===== src/rtl/gfmi_pkg.sv =====
package gfmi_pkg;

    localparam int DATA_W    = 64;
    localparam int DEG_W     = 7;
    localparam int STAT_W    = 2;
    localparam int CFG_IDX_W = 1;
    localparam int RED_W     = $clog2(DATA_W);

    localparam logic [CFG_IDX_W-1:0] CFG_FIELD_DEGREE      = 1'b0;
    localparam logic [CFG_IDX_W-1:0] CFG_MODULUS_LOW_TERMS = 1'b1;

    localparam logic [DEG_W-1:0]  FIELD_DEGREE_RST = 7'd8;
    localparam logic [DATA_W-1:0] MODULUS_LOW_RST  = 64'd27;

    typedef enum logic
    {
        REQ_MUL = 1'b0,
        REQ_INV = 1'b1
    } req_t;

    typedef enum logic [STAT_W-1:0]
    {
        STATUS_OK     = 2'd0,
        STATUS_ZERO   = 2'd1,
        STATUS_NO_INV = 2'd2
    } status_t;

    typedef enum logic [2:0]
    {
        ST_IDLE,
        ST_RED,
        ST_MUL,
        ST_INV,
        ST_FIN
    } state_t;

endpackage


===== src/rtl/gf2n_mul_inverse.sv =====
// GF(2^n) multiply / inverse unit, field polynomial x^n + modulus_low_terms.
// Channels: request (in_valid/in_ready: req_type, operand_a, operand_b),
// result (out_valid/out_ready: result_value, status) and a config write
// channel (cfg_valid/cfg_ready, cfg_index, cfg_data) that is always ready.
// One transaction in gives exactly one transaction out, in order.
// Both operands are first reduced one bit per cycle.
// A multiply then runs one bit of b per cycle, MSB first.
// An inverse runs a bit-serial extended Euclid: each cycle lowers the
// degree of one remainder by one. Inverse of zero skips the datapath.
// One request is in flight at a time; a new one is taken while the
// previous result still waits in the output register.
// If the receiver stalls, the result holds in the output register and the
// next finished result waits until the register is taken.
// Reset (rst_n low, asynchronous) empties the unit and loads n = 8,
// low terms 0x1B.
module gf2n_mul_inverse
    import gfmi_pkg::*;
#(
    parameter int MAX_WIDTH = 64
)
(
    input  logic                 clk,
    input  logic                 rst_n,
    input  logic                 in_valid,
    output logic                 in_ready,
    input  logic                 req_type,
    input  logic [DATA_W-1:0]    operand_a,
    input  logic [DATA_W-1:0]    operand_b,
    output logic                 out_valid,
    input  logic                 out_ready,
    output logic [DATA_W-1:0]    result_value,
    output logic [STAT_W-1:0]    status,
    input  logic                 cfg_valid,
    output logic                 cfg_ready,
    input  logic [CFG_IDX_W-1:0] cfg_index,
    input  logic [DATA_W-1:0]    cfg_data
);

    localparam int MW    = MAX_WIDTH;
    localparam int MFW   = MAX_WIDTH + 1;
    localparam int VW    = 2 * MAX_WIDTH + 1;
    localparam int IDX_W = $clog2(MAX_WIDTH);
    localparam int CNT_W = $clog2(MAX_WIDTH + 1);

    state_t              state_reg, state_next;
    logic [DEG_W-1:0]    fdeg_reg, fdeg_next;
    logic [DATA_W-1:0]   modlow_reg, modlow_next;
    req_t                req_reg, req_next;
    logic [RED_W-1:0]    red_cnt_reg, red_cnt_next;
    logic [IDX_W-1:0]    bit_idx_reg, bit_idx_next;
    logic [CNT_W-1:0]    dp_reg, dp_next;
    logic [CNT_W-1:0]    dq_reg, dq_next;
    logic                out_valid_reg, out_valid_next;

    logic [DATA_W-1:0]   opa_reg, opa_next;
    logic [DATA_W-1:0]   opb_reg, opb_next;
    logic [MW-1:0]       ra_reg, ra_next;
    logic [MW-1:0]       rb_reg, rb_next;
    logic [MW-1:0]       acc_reg, acc_next;
    logic [MFW-1:0]      pa_reg, pa_next;
    logic [MFW-1:0]      qa_reg, qa_next;
    logic [VW-1:0]       vp_reg, vp_next;
    logic [VW-1:0]       vq_reg, vq_next;
    logic [MW-1:0]       res_reg, res_next;
    status_t             res_stat_reg, res_stat_next;
    logic [DATA_W-1:0]   result_reg, result_next;
    logic [STAT_W-1:0]   status_reg, status_next;

    logic [CNT_W-1:0]    n_eff;
    logic [IDX_W-1:0]    n_m1;
    logic [MW-1:0]       mask;
    logic [MW-1:0]       low_m;
    logic [MFW-1:0]      mfull;
    logic [MW-1:0]       ra_step;
    logic [MW-1:0]       rb_step;
    logic [MW-1:0]       acc_step;

    // multiply by x modulo the field polynomial
    function automatic logic [MAX_WIDTH-1:0] xtime(
        input logic [MAX_WIDTH-1:0] r,
        input logic [IDX_W-1:0]     top,
        input logic [MAX_WIDTH-1:0] msk,
        input logic [MAX_WIDTH-1:0] lowp
    );
        logic [MAX_WIDTH-1:0] sh;
        sh = (r << 1) & msk;
        return r[top] ? (sh ^ lowp) : sh;
    endfunction

    always_comb
    begin
        if (fdeg_reg == '0)
        begin
            n_eff = CNT_W'(1);
        end
        else if (fdeg_reg > DEG_W'(MW))
        begin
            n_eff = CNT_W'(MW);
        end
        else
        begin
            n_eff = fdeg_reg[CNT_W-1:0];
        end
        n_m1 = IDX_W'(n_eff - CNT_W'(1));
        for (int i = 0; i < MW; i++)
        begin
            mask[i] = (CNT_W'(i) < n_eff);
        end
        low_m = modlow_reg[MW-1:0] & mask;
        mfull = {1'b0, low_m} | (MFW'(1) << n_eff);
    end

    assign ra_step  = xtime(ra_reg, n_m1, mask, low_m) ^ MW'(opa_reg[DATA_W-1]);
    assign rb_step  = xtime(rb_reg, n_m1, mask, low_m) ^ MW'(opb_reg[DATA_W-1]);
    assign acc_step = xtime(acc_reg, n_m1, mask, low_m) ^ (rb_reg[bit_idx_reg] ? ra_reg : '0);

    always_comb
    begin
        state_next     = state_reg;
        fdeg_next      = fdeg_reg;
        modlow_next    = modlow_reg;
        req_next       = req_reg;
        red_cnt_next   = red_cnt_reg;
        bit_idx_next   = bit_idx_reg;
        dp_next        = dp_reg;
        dq_next        = dq_reg;
        out_valid_next = out_valid_reg;
        opa_next       = opa_reg;
        opb_next       = opb_reg;
        ra_next        = ra_reg;
        rb_next        = rb_reg;
        acc_next       = acc_reg;
        pa_next        = pa_reg;
        qa_next        = qa_reg;
        vp_next        = vp_reg;
        vq_next        = vq_reg;
        res_next       = res_reg;
        res_stat_next  = res_stat_reg;
        result_next    = result_reg;
        status_next    = status_reg;

        if (cfg_valid)
        begin
            unique case (cfg_index)
                CFG_FIELD_DEGREE:      fdeg_next   = cfg_data[DEG_W-1:0];
                CFG_MODULUS_LOW_TERMS: modlow_next = cfg_data;
            endcase
        end

        if (out_ready)
        begin
            out_valid_next = 1'b0;
        end

        unique case (state_reg)
            ST_IDLE:
            begin
                if (in_valid)
                begin
                    opa_next     = operand_a;
                    opb_next     = operand_b;
                    req_next     = req_t'(req_type);
                    ra_next      = '0;
                    rb_next      = '0;
                    red_cnt_next = '1;
                    if (req_t'(req_type) == REQ_INV && operand_a == '0)
                    begin
                        res_next      = '0;
                        res_stat_next = STATUS_ZERO;
                        state_next    = ST_FIN;
                    end
                    else
                    begin
                        state_next = ST_RED;
                    end
                end
            end
            ST_RED:
            begin
                ra_next      = ra_step;
                rb_next      = rb_step;
                opa_next     = opa_reg << 1;
                opb_next     = opb_reg << 1;
                red_cnt_next = red_cnt_reg - RED_W'(1);
                if (red_cnt_reg == '0)
                begin
                    if (req_reg == REQ_MUL)
                    begin
                        acc_next     = '0;
                        bit_idx_next = n_m1;
                        state_next   = ST_MUL;
                    end
                    else if (ra_step == '0)
                    begin
                        res_next      = '0;
                        res_stat_next = STATUS_NO_INV;
                        state_next    = ST_FIN;
                    end
                    else
                    begin
                        pa_next    = mfull;
                        qa_next    = {1'b0, ra_step};
                        dp_next    = CNT_W'(MW);
                        dq_next    = CNT_W'(MW);
                        vp_next    = '0;
                        vq_next    = VW'(1);
                        state_next = ST_INV;
                    end
                end
            end
            ST_MUL:
            begin
                acc_next     = acc_step;
                bit_idx_next = bit_idx_reg - IDX_W'(1);
                if (bit_idx_reg == '0)
                begin
                    res_next      = acc_step;
                    res_stat_next = STATUS_OK;
                    state_next    = ST_FIN;
                end
            end
            ST_INV:
            begin
                // pa/qa hold each remainder left-aligned to bit MW, dp/dq its degree bound;
                // vp/vq hold the matching coefficient times x^(MW - degree).
                priority if (dp_reg == '0 && pa_reg[MW])
                begin
                    res_next      = vp_reg[2*MW-1:MW] & mask;
                    res_stat_next = STATUS_OK;
                    state_next    = ST_FIN;
                end
                else if (dq_reg == '0 && qa_reg[MW])
                begin
                    res_next      = vq_reg[2*MW-1:MW] & mask;
                    res_stat_next = STATUS_OK;
                    state_next    = ST_FIN;
                end
                else if (dp_reg == '0 || dq_reg == '0)
                begin
                    res_next      = '0;
                    res_stat_next = STATUS_NO_INV;
                    state_next    = ST_FIN;
                end
                else if (!qa_reg[MW])
                begin
                    qa_next = qa_reg << 1;
                    vq_next = vq_reg << 1;
                    dq_next = dq_reg - CNT_W'(1);
                end
                else if (!pa_reg[MW])
                begin
                    pa_next = pa_reg << 1;
                    vp_next = vp_reg << 1;
                    dp_next = dp_reg - CNT_W'(1);
                end
                else if (dp_reg >= dq_reg)
                begin
                    pa_next = (pa_reg ^ qa_reg) << 1;
                    vp_next = (vp_reg ^ vq_reg) << 1;
                    dp_next = dp_reg - CNT_W'(1);
                end
                else
                begin
                    qa_next = (qa_reg ^ pa_reg) << 1;
                    vq_next = (vq_reg ^ vp_reg) << 1;
                    dq_next = dq_reg - CNT_W'(1);
                end
            end
            ST_FIN:
            begin
                if (!out_valid_reg || out_ready)
                begin
                    out_valid_next = 1'b1;
                    result_next    = DATA_W'(res_reg);
                    status_next    = STAT_W'(res_stat_reg);
                    state_next     = ST_IDLE;
                end
            end
            default:
            begin
                state_next = ST_IDLE;
            end
        endcase
    end

    always_ff @(posedge clk or negedge rst_n)
    begin
        if (!rst_n)
        begin
            state_reg     <= ST_IDLE;
            fdeg_reg      <= FIELD_DEGREE_RST;
            modlow_reg    <= MODULUS_LOW_RST;
            req_reg       <= REQ_MUL;
            red_cnt_reg   <= '0;
            bit_idx_reg   <= '0;
            dp_reg        <= '0;
            dq_reg        <= '0;
            out_valid_reg <= 1'b0;
        end
        else
        begin
            state_reg     <= state_next;
            fdeg_reg      <= fdeg_next;
            modlow_reg    <= modlow_next;
            req_reg       <= req_next;
            red_cnt_reg   <= red_cnt_next;
            bit_idx_reg   <= bit_idx_next;
            dp_reg        <= dp_next;
            dq_reg        <= dq_next;
            out_valid_reg <= out_valid_next;
        end
    end

    always_ff @(posedge clk)
    begin
        opa_reg      <= opa_next;
        opb_reg      <= opb_next;
        ra_reg       <= ra_next;
        rb_reg       <= rb_next;
        acc_reg      <= acc_next;
        pa_reg       <= pa_next;
        qa_reg       <= qa_next;
        vp_reg       <= vp_next;
        vq_reg       <= vq_next;
        res_reg      <= res_next;
        res_stat_reg <= res_stat_next;
        result_reg   <= result_next;
        status_reg   <= status_next;
    end

    assign in_ready     = (state_reg == ST_IDLE);
    assign cfg_ready    = 1'b1;
    assign out_valid    = out_valid_reg;
    assign result_value = result_reg;
    assign status       = status_reg;

    a_accept_starts_work: assert property (@(posedge clk) disable iff (!rst_n)
        in_valid && in_ready |=> state_reg != ST_IDLE)
        else $error("request transaction did not start work");

    a_result_from_fin: assert property (@(posedge clk) disable iff (!rst_n)
        $rose(out_valid_reg) |-> $past(state_reg) == ST_FIN)
        else $error("result presented outside of finish state");

    a_error_value_zero: assert property (@(posedge clk) disable iff (!rst_n)
        out_valid_reg && status_reg != STAT_W'(STATUS_OK) |-> result_reg == '0)
        else $error("error result carries nonzero value");

    a_gcd_nonzero: assert property (@(posedge clk) disable iff (!rst_n)
        state_reg == ST_INV |-> (pa_reg != '0) || (qa_reg != '0))
        else $error("both remainders zero during inverse");

    a_degree_bound: assert property (@(posedge clk) disable iff (!rst_n)
        state_reg == ST_INV |-> dp_reg <= CNT_W'(MW) && dq_reg <= CNT_W'(MW))
        else $error("remainder degree bound out of range");

endmodule

===== config.mk =====
export PLATFORM = sky130hd
export DESIGN_NAME = gf2n_mul_inverse
export DESIGN_NICKNAME = d
export VERILOG_FILES = /design/src/rtl/gfmi_pkg.sv /design/src/rtl/gf2n_mul_inverse.sv
export SDC_FILE = /design/constraint.sdc
export NUM_CORES = 2
export LEC_CHECK = 0
export BUFFER_PORTS_ARGS = -buffer_cell sky130_fd_sc_hd__buf_2
export CAP_MARGIN = 20
export CELL_PAD_IN_SITES_DETAIL_PLACEMENT = 2
export CELL_PAD_IN_SITES_GLOBAL_PLACEMENT = 2
export CORE_ASPECT_RATIO = 1.75
export CORE_MARGIN = 4
export CORE_UTILIZATION = 41
export CTS_CLUSTER_DIAMETER = 30
export DETAILED_ROUTE_END_ITERATION = 12
export PLACE_DENSITY_LB_ADDON = 0.2
export SLEW_MARGIN = 15
export SYNTH_ARGS = -nofsm -noshare
export SYNTH_HDL_FRONTEND = slang
export SYNTH_SLANG_ARGS = --single-unit

===== constraint.sdc =====
create_clock -name clk -period 18.15 [get_ports clk]
set_input_delay 1.815 -clock clk [delete_from_list [all_inputs] [get_ports clk]]
set_output_delay 1.815 -clock clk [all_outputs]
set_load 0.02 [all_outputs]

# Word level (Yosys, flattened, before mapping)

Index checks and enable logic that the tools add are counted.

Logic and storage cells: 285
Output and inout port bits: 69
Register bits: 940
Bits of input ports: 199

Add/subtract/negate cells: 5
Mux-type cells: 120
Shifts and indexed selects: 1
Magnitude comparators: 68
Reduce and logical (&&, ||, !) cells: 30
Bitwise operators: 16
Eq/ne operators: 21

Operators by type and width:

| operator             | count |
|---|---|
| $mux 128             | 18 |
| $mux 65              | 18 |
| $mux 64              | 18 |
| $pmux 64 s2          | 5 |
| $pmux 128 s2         | 2 |
| $and 64x64->64       | 6 |
| $xor 64x64->64       | 5 |
| $pmux 65 s2          | 2 |
| $pmux 64 s4          | 1 |
| $lt 6x7->1 const A   | 32 |
| $logic_not 64->1     | 2 |
| $xor 64x1->64        | 2 |
| $xor 127x127->127    | 1 |
| $mux 7               | 17 |
| $lt 5x7->1 const A   | 16 |
| $or 64x65->65        | 1 |
| $shl 1x7->65 const A | 1 |
| $lt 4x7->1 const A   | 8 |
| $mux 3               | 10 |
| $lt 3x7->1 const A   | 4 |
| $pmux 7 s2           | 2 |
| $bmux 1 s6           | 4 |
| $ne 2x2->1 const B   | 12 |
| $pmux 6 s2           | 2 |
| 33 further kinds     | 72 |

# Longest topological paths before layout

Depth in word-level cells: 13
Depth in mapped cells: 25
Mapped depth without buffers: 17

# Worst setup path before layout

Ideal clock, no wire load.

Kind: register to register
From: reg fdeg_reg[3]
To: reg pa_reg[0], enable pin
Arrival time: 13.576 ns
Required time: 17.403 ns
Buffers on the path: 8
Cell stages (with the launch flop): 25
Slack: 3.827 ns
Library setup time: 0.747 ns
Period minus slack after synthesis: 14.323 ns
Path through: dfstp_2 clkbuf_1 nor3_2 a21o_1 buf_4 inv_2 buf_1 buf_1 ha_1 or3b_1 a221oi_1 clkbuf_1 nor2_1 and2_4 or4_4 buf_6 clkbuf_1 a21boi_0 mux2i_1 o2111ai_1 or4_1 nor3_1 and2_1 buf_4 nor2_1

Longest elaborated chain between the ends: 11
Elaborated cells between the ends (all ways): 79
Classes of those cells: 1 x add/sub; 65 x order compare; 1 x eq/ne; 5 x mux; 4 x bitwise; 3 x reduce/logical

RTL lines:

| element                                                               | line                    | text |
|---|---|---|
| start: declaration                                                    | gf2n_mul_inverse.sv:46  | `logic [DEG_W-1:0] fdeg_reg, fdeg_next;` |
| start signal: assignment                                              | gf2n_mul_inverse.sv:303 | `fdeg_reg <= fdeg_next;` |
| $gt 7x7->1                                                            | gf2n_mul_inverse.sv:96  | `else if (fdeg_reg > DEG_W'(MW))` |
| $mux 7                                                                | gf2n_mul_inverse.sv:96  |  |
| $mux 7 *                                                              | gf2n_mul_inverse.sv:92  | `if (fdeg_reg == '0)` |
| $sub 6x1->6, or another cell as far along                             | gf2n_mul_inverse.sv:104 | `n_m1 = IDX_W'(n_eff - CNT_W'(1));` |
| $bmux 1 s6, or another cell as far along                              | gf2n_mul_inverse.sv:87  | `return r[top] ? (sh ^ lowp) : sh;` |
| $mux 1 (not written as such) / $xor 64x64->64 (equally long branches) | gf2n_mul_inverse.sv:87  |  |
| $mux 64 *                                                             | gf2n_mul_inverse.sv:87  |  |
| $xor 64x1->64 *                                                       | gf2n_mul_inverse.sv:113 | `assign ra_step = xtime(ra_reg, n_m1, mask, low_m) ^ MW'(opa_reg[DATA_W-1]);` |
| $logic_not 64->1 *                                                    | gf2n_mul_inverse.sv:193 | `else if (ra_step == '0)` |
| $ne 2x2->1 (no line) *                                                | --                      |  |
| $reduce_and 9->1 (no line) *                                          | --                      |  |
| end signal: assignment                                                | gf2n_mul_inverse.sv:321 | `pa_reg <= pa_next;` |
| end: declaration                                                      | gf2n_mul_inverse.sv:60  | `logic [MFW-1:0] pa_reg, pa_next;` |

Mark *: on every way between the ends. The rest lies on a longest branch, timed or not. The select of a mux whose other input is x is not followed.
A chain may end at the register's enable or synchronous reset.

# Worst setup path after layout

From: reg fdeg_reg[6]
To: reg res_reg[26], enable pin

Longest elaborated chain between the ends: 11
Elaborated cells between the ends (all ways): 79
Classes of those cells: 1 x add/sub; 65 x order compare; 1 x eq/ne; 5 x mux; 4 x bitwise; 3 x reduce/logical

RTL lines:

| element                                                               | line                    | text |
|---|---|---|
| $gt 7x7->1                                                            | gf2n_mul_inverse.sv:96  |  |
| $mux 7                                                                | gf2n_mul_inverse.sv:96  |  |
| $mux 7 *                                                              | gf2n_mul_inverse.sv:92  |  |
| $sub 6x1->6, or another cell as far along                             | gf2n_mul_inverse.sv:104 |  |
| $bmux 1 s6, or another cell as far along                              | gf2n_mul_inverse.sv:87  |  |
| $mux 1 (not written as such) / $xor 64x64->64 (equally long branches) | gf2n_mul_inverse.sv:87  |  |
| $mux 64 *                                                             | gf2n_mul_inverse.sv:87  |  |
| $xor 64x1->64 *                                                       | gf2n_mul_inverse.sv:113 |  |
| $logic_not 64->1 *                                                    | gf2n_mul_inverse.sv:193 |  |
| $ne 2x2->1 (no line) *                                                | --                      |  |
| $reduce_and 8->1 (no line) *                                          | --                      |  |
| end signal: assignment                                                | gf2n_mul_inverse.sv:325 | `res_reg <= res_next;` |
| end: declaration                                                      | gf2n_mul_inverse.sv:64  | `logic [MW-1:0] res_reg, res_next;` |

Marked as above.

==> results.txt <==
----------------------------------------------------
[Synthesis]
  Post-synth EDFFs ... 837
  Summed instance area of the synthesized netlist ... 50100 um2
  Post-synthesis async set-or-reset flop share ... 10.9%
  Yosys warnings ... 0
  Proportion of synthesized chip area in sequential cells ... 55.3%
  FF+latch count, synth ... 939
  Syn avg cell area ... 10.4 um2
  Net count after synthesis ... 5053
  Dominant register cell in the synthesized netlist ... edfxtp_1
  Gate count of the mapped netlist ... 4836
  Unique cell type count in the Yosys netlist ... 80

[Final layout]
  Area growth from synthesis to final layout ... 18.3%
  Share of layout cells above drive strength 1 ... 16.4%
  Total number of nets in the final design ... 5284
  Largest register FFs ... 128

[Routing]
  Routed wire per std cell ... 30.5 um
  Drt drc ... 0
  Count of antenna-violating nets left after detailed routing ... 0
  Initial DRC count ... 4272
  Detailed-router iteration count before antenna repair ... 6
  Total via count in the routed design ... 41500
  Average vias per placed instance ... 6.06
  Wire length reported by the detailed router ... 209 mm

[Clocking]
  CTS max path bufs ... 3
  Number of H-tree levels ... 4
  TritonCTS Buffers ... 169
  Cells resized by post-CTS repair ... 0
  Count of hold-fix buffers inserted at cts ... 0
  Post-CTS setup buffer count ... 0
  Clock net sink count ... 939
  CTS Root Buffer Type ... clkbuf_16
  Clock latency at the later pin of the worst-skew pair ... 0.80 ns
  Clock tree from TritonCTS ... done
  Clock input transition at the sequential cells of the worst setup and hold paths ... 0.05 ns

[Worst setup path]
  Startpoint kind of the worst setup timing path ... flop
  CP arrival ... 9.97 ns
  Req. time, crit path ... 18.56 ns
  Max Fanout on Critical Path ... 60
  Reg-to-reg critical path startpoint ... fdeg_reg[6]
  Slack of the worst reg-to-reg path ... 8.59 ns
  Endpoint of the lowest-slack register-to-register path ... res_reg[26]
  Type of destination of the critical path ... flop
  Critical path class ... reg2reg
  Worst-case reg-to-reg path depth ... 20

[STA]
  Max Clk Rate ... 105 MHz
  Final Worst Setup Slack ... 8.59 ns
  Slew at the pin closest to its max-slew limit ... 1.20 ns
  Time the worst path needs with I/O delays and setup ... 9.56 ns
  Final count of pins violating max slew ... 0
  Total Negative Setup Slacks ... 0 ns
  Final worst path period share ... 52.7%
  Setup violators final ... 0
  Count of endpoints failing hold in the final timing report ... 0
  Setup repair after global routing missed its margin ... false
  Remaining max-slew budget at the tightest pin ... 19.4%
  Clock skew after layout ... 0.0389 ns

[Min path]
  Startpoint of the most critical hold path ... res_reg[33]
  Hold Path End ... result_value[33]
  HP Class ... reg2reg
  Worst hold path depth ... 0

[Die]
  Width of the die ... 272 um
  Site Rows ... 169
  Area of the core ... 121000 um2
  Number of I/O pins ... 268
  Die extent in y ... 470 um
  Initial standard-cell utilization of the core ... 41.3%
  Overall die area ... 128000 um2

[Flow run]
  Max_cap viols ... 0

[Power]
  Worst VDD drop ... 0.000155 V
  Total power divided by cell area ... 223 nW/um2
  Leakage ... 22.0 nW

[Global route]
  Antenna violations before repair ... 10
  Total routing usage reported by global routing ... 32.0%
  Global-route wire length before repair ... 308 mm
  Via count of the first global-routing pass ... 45300
  Largest net degree at the start of global routing ... 132
  Global route overflow ... 0

[Placed design]
  PortBufs ... 266
  RD Place Congestion ... 0.958
  Placement Setup Slack ... 8.75 ns
  Final HPWL from detailed placement ... 142 mm

[Outcome]
  Outcome ... complete, no violations

----------------------------------------------------
[synthesized netlist by cell type, drive strengths merged, types with 23 or more instances]
cell / instances / area [um2]
a211oi: 57 / 428
a21boi: 37 / 278
a21oi: 201 / 1010
a221oi: 51 / 447
a22oi: 52 / 390
a31oi: 29 / 181
and2: 43 / 272
buf: 31 / 148
clkbuf: 284 / 1070
dfrtp: 97 / 2430
edfxtp: 837 / 25100
inv: 39 / 146
mux2: 76 / 856
mux2i: 73 / 731
mux4: 65 / 1460
nand2: 1052 / 3950
nor2: 610 / 2290
nor2b: 42 / 263
nor3: 104 / 537
nor4: 23 / 159
o21ai: 238 / 1190
o22ai: 34 / 213
o32ai: 36 / 315
xnor2: 31 / 279
xor2: 449 / 3930
[layer usage]
layer / global-route usage, % / up-vias / wire length (um)
li1: - / 17600 / -
met5: 0 / - / 52
met3: 5.36 / 537 / 12900
met1: 38.4 / 21600 / 78800
met2: 54.5 / 1686 / 103000
met4: 18.0 / 8 / 14300
[critical path, cell delays in order, from the launching register on]
cell and delay (ns):
dfrtp_2 0.33, buf_4 0.53, nor3_4 0.09, buf_4 0.26, a21o_2 0.26, inv_2 0.17, ha_1 0.46, or3b_1 0.43
a221oi_2 0.58, buf_4 0.29, a2111oi_0 0.08, a31o_1 0.26, or4_4 0.79, a21boi_1 0.38, mux2i_1 0.16, or4_1 0.71
or4b_4 0.60, nor4_4 0.86, nand3_1 0.34, a21oi_4 0.70, buf_4 0.72
[per-stage QoR]
step                      power [mW]  util [%]  std cells  area (um2)  hold slack (ns)
final                           13.2      48.8       6842       59300            0.421
after global routing            13.8      48.8       6839       59300            0.437
after CTS                       13.2      48.8       6834       59200            0.423
after detailed placement        9.61      43.9       6520       53300            0.412
after global placement          9.39      43.9       6519       53200            0.404
after floorplan                 7.67         -       4836       50100            0.400
[cell usage in the layout, fill, tap and decap left out, drive strengths merged, types with 31 or more instances in the layout]
master / n
o21ai: 238
clkbuf: 209
mux4: 65
clkinv: 42
a21oi: 201
inv: 64
xnor2: 31
nor3: 104
a221oi: 51
mux2i: 73
mux2: 76
o32ai: 36
a22oi: 52
a211oi: 57
edfxtp: 837
nor2: 610
xor2: 449
and2: 43
buf: 375
o22ai: 34
a21boi: 37
dfrtp: 97
nand2: 1052
nor2b: 42
[worst max path at each step]
| stage | end | cells after the start | slack (ns) | from |
|---|---|---|---|---|
| 2_1_floorplan | pa_reg[0] | 24 | 3.83 | fdeg_reg[3] |
| 3_3_place_gp | res_reg[24] | 20 | 8.96 | fdeg_reg[6] |
| 3_5_place_dp | res_reg[25] | 20 | 8.75 | fdeg_reg[6] |
| 4_1_cts | res_reg[14] | 20 | 8.71 | fdeg_reg[6] |
| 5_1_grt | res_reg[14] | 20 | 8.41 | fdeg_reg[6] |
| 6_report | res_reg[26] | 20 | 8.59 | fdeg_reg[6] |
[where the power goes]
part	switching, mW	leakage [nW]	internal [mW]
clock	1.20	2.90	2.20
sequential	0.922	9.17	3.75
combinational	3.61	9.94	1.54
total	5.73	22.0	7.50
[cell type report]
cell class / count / area, um2
tap: 1624 / 2030
antenna: 8 / 20.0
fill: 12400 / 62100
sequential: 939 / 27700
clock buffer: 209 / 4630
inverter: 40 / 158
timing repair buffer: 375 / 2180
clock inverter: 105 / 1360
multi-input combinational: 3542 / 21200
[cell families after synthesis]
logic type	after synthesis	share of synthesized area (%)
DFF	939	55.3
muxes	214	6.09
buffers and inverters	355	2.72
AOI/OAI and AO/OA	823	10.4
and+or+nand+nor	2006	16.7
other	1	0.00749
adders and majority gates	18	0.450
xor gates and xnor gates	480	8.41
Power figures use the tool's default switching activity.
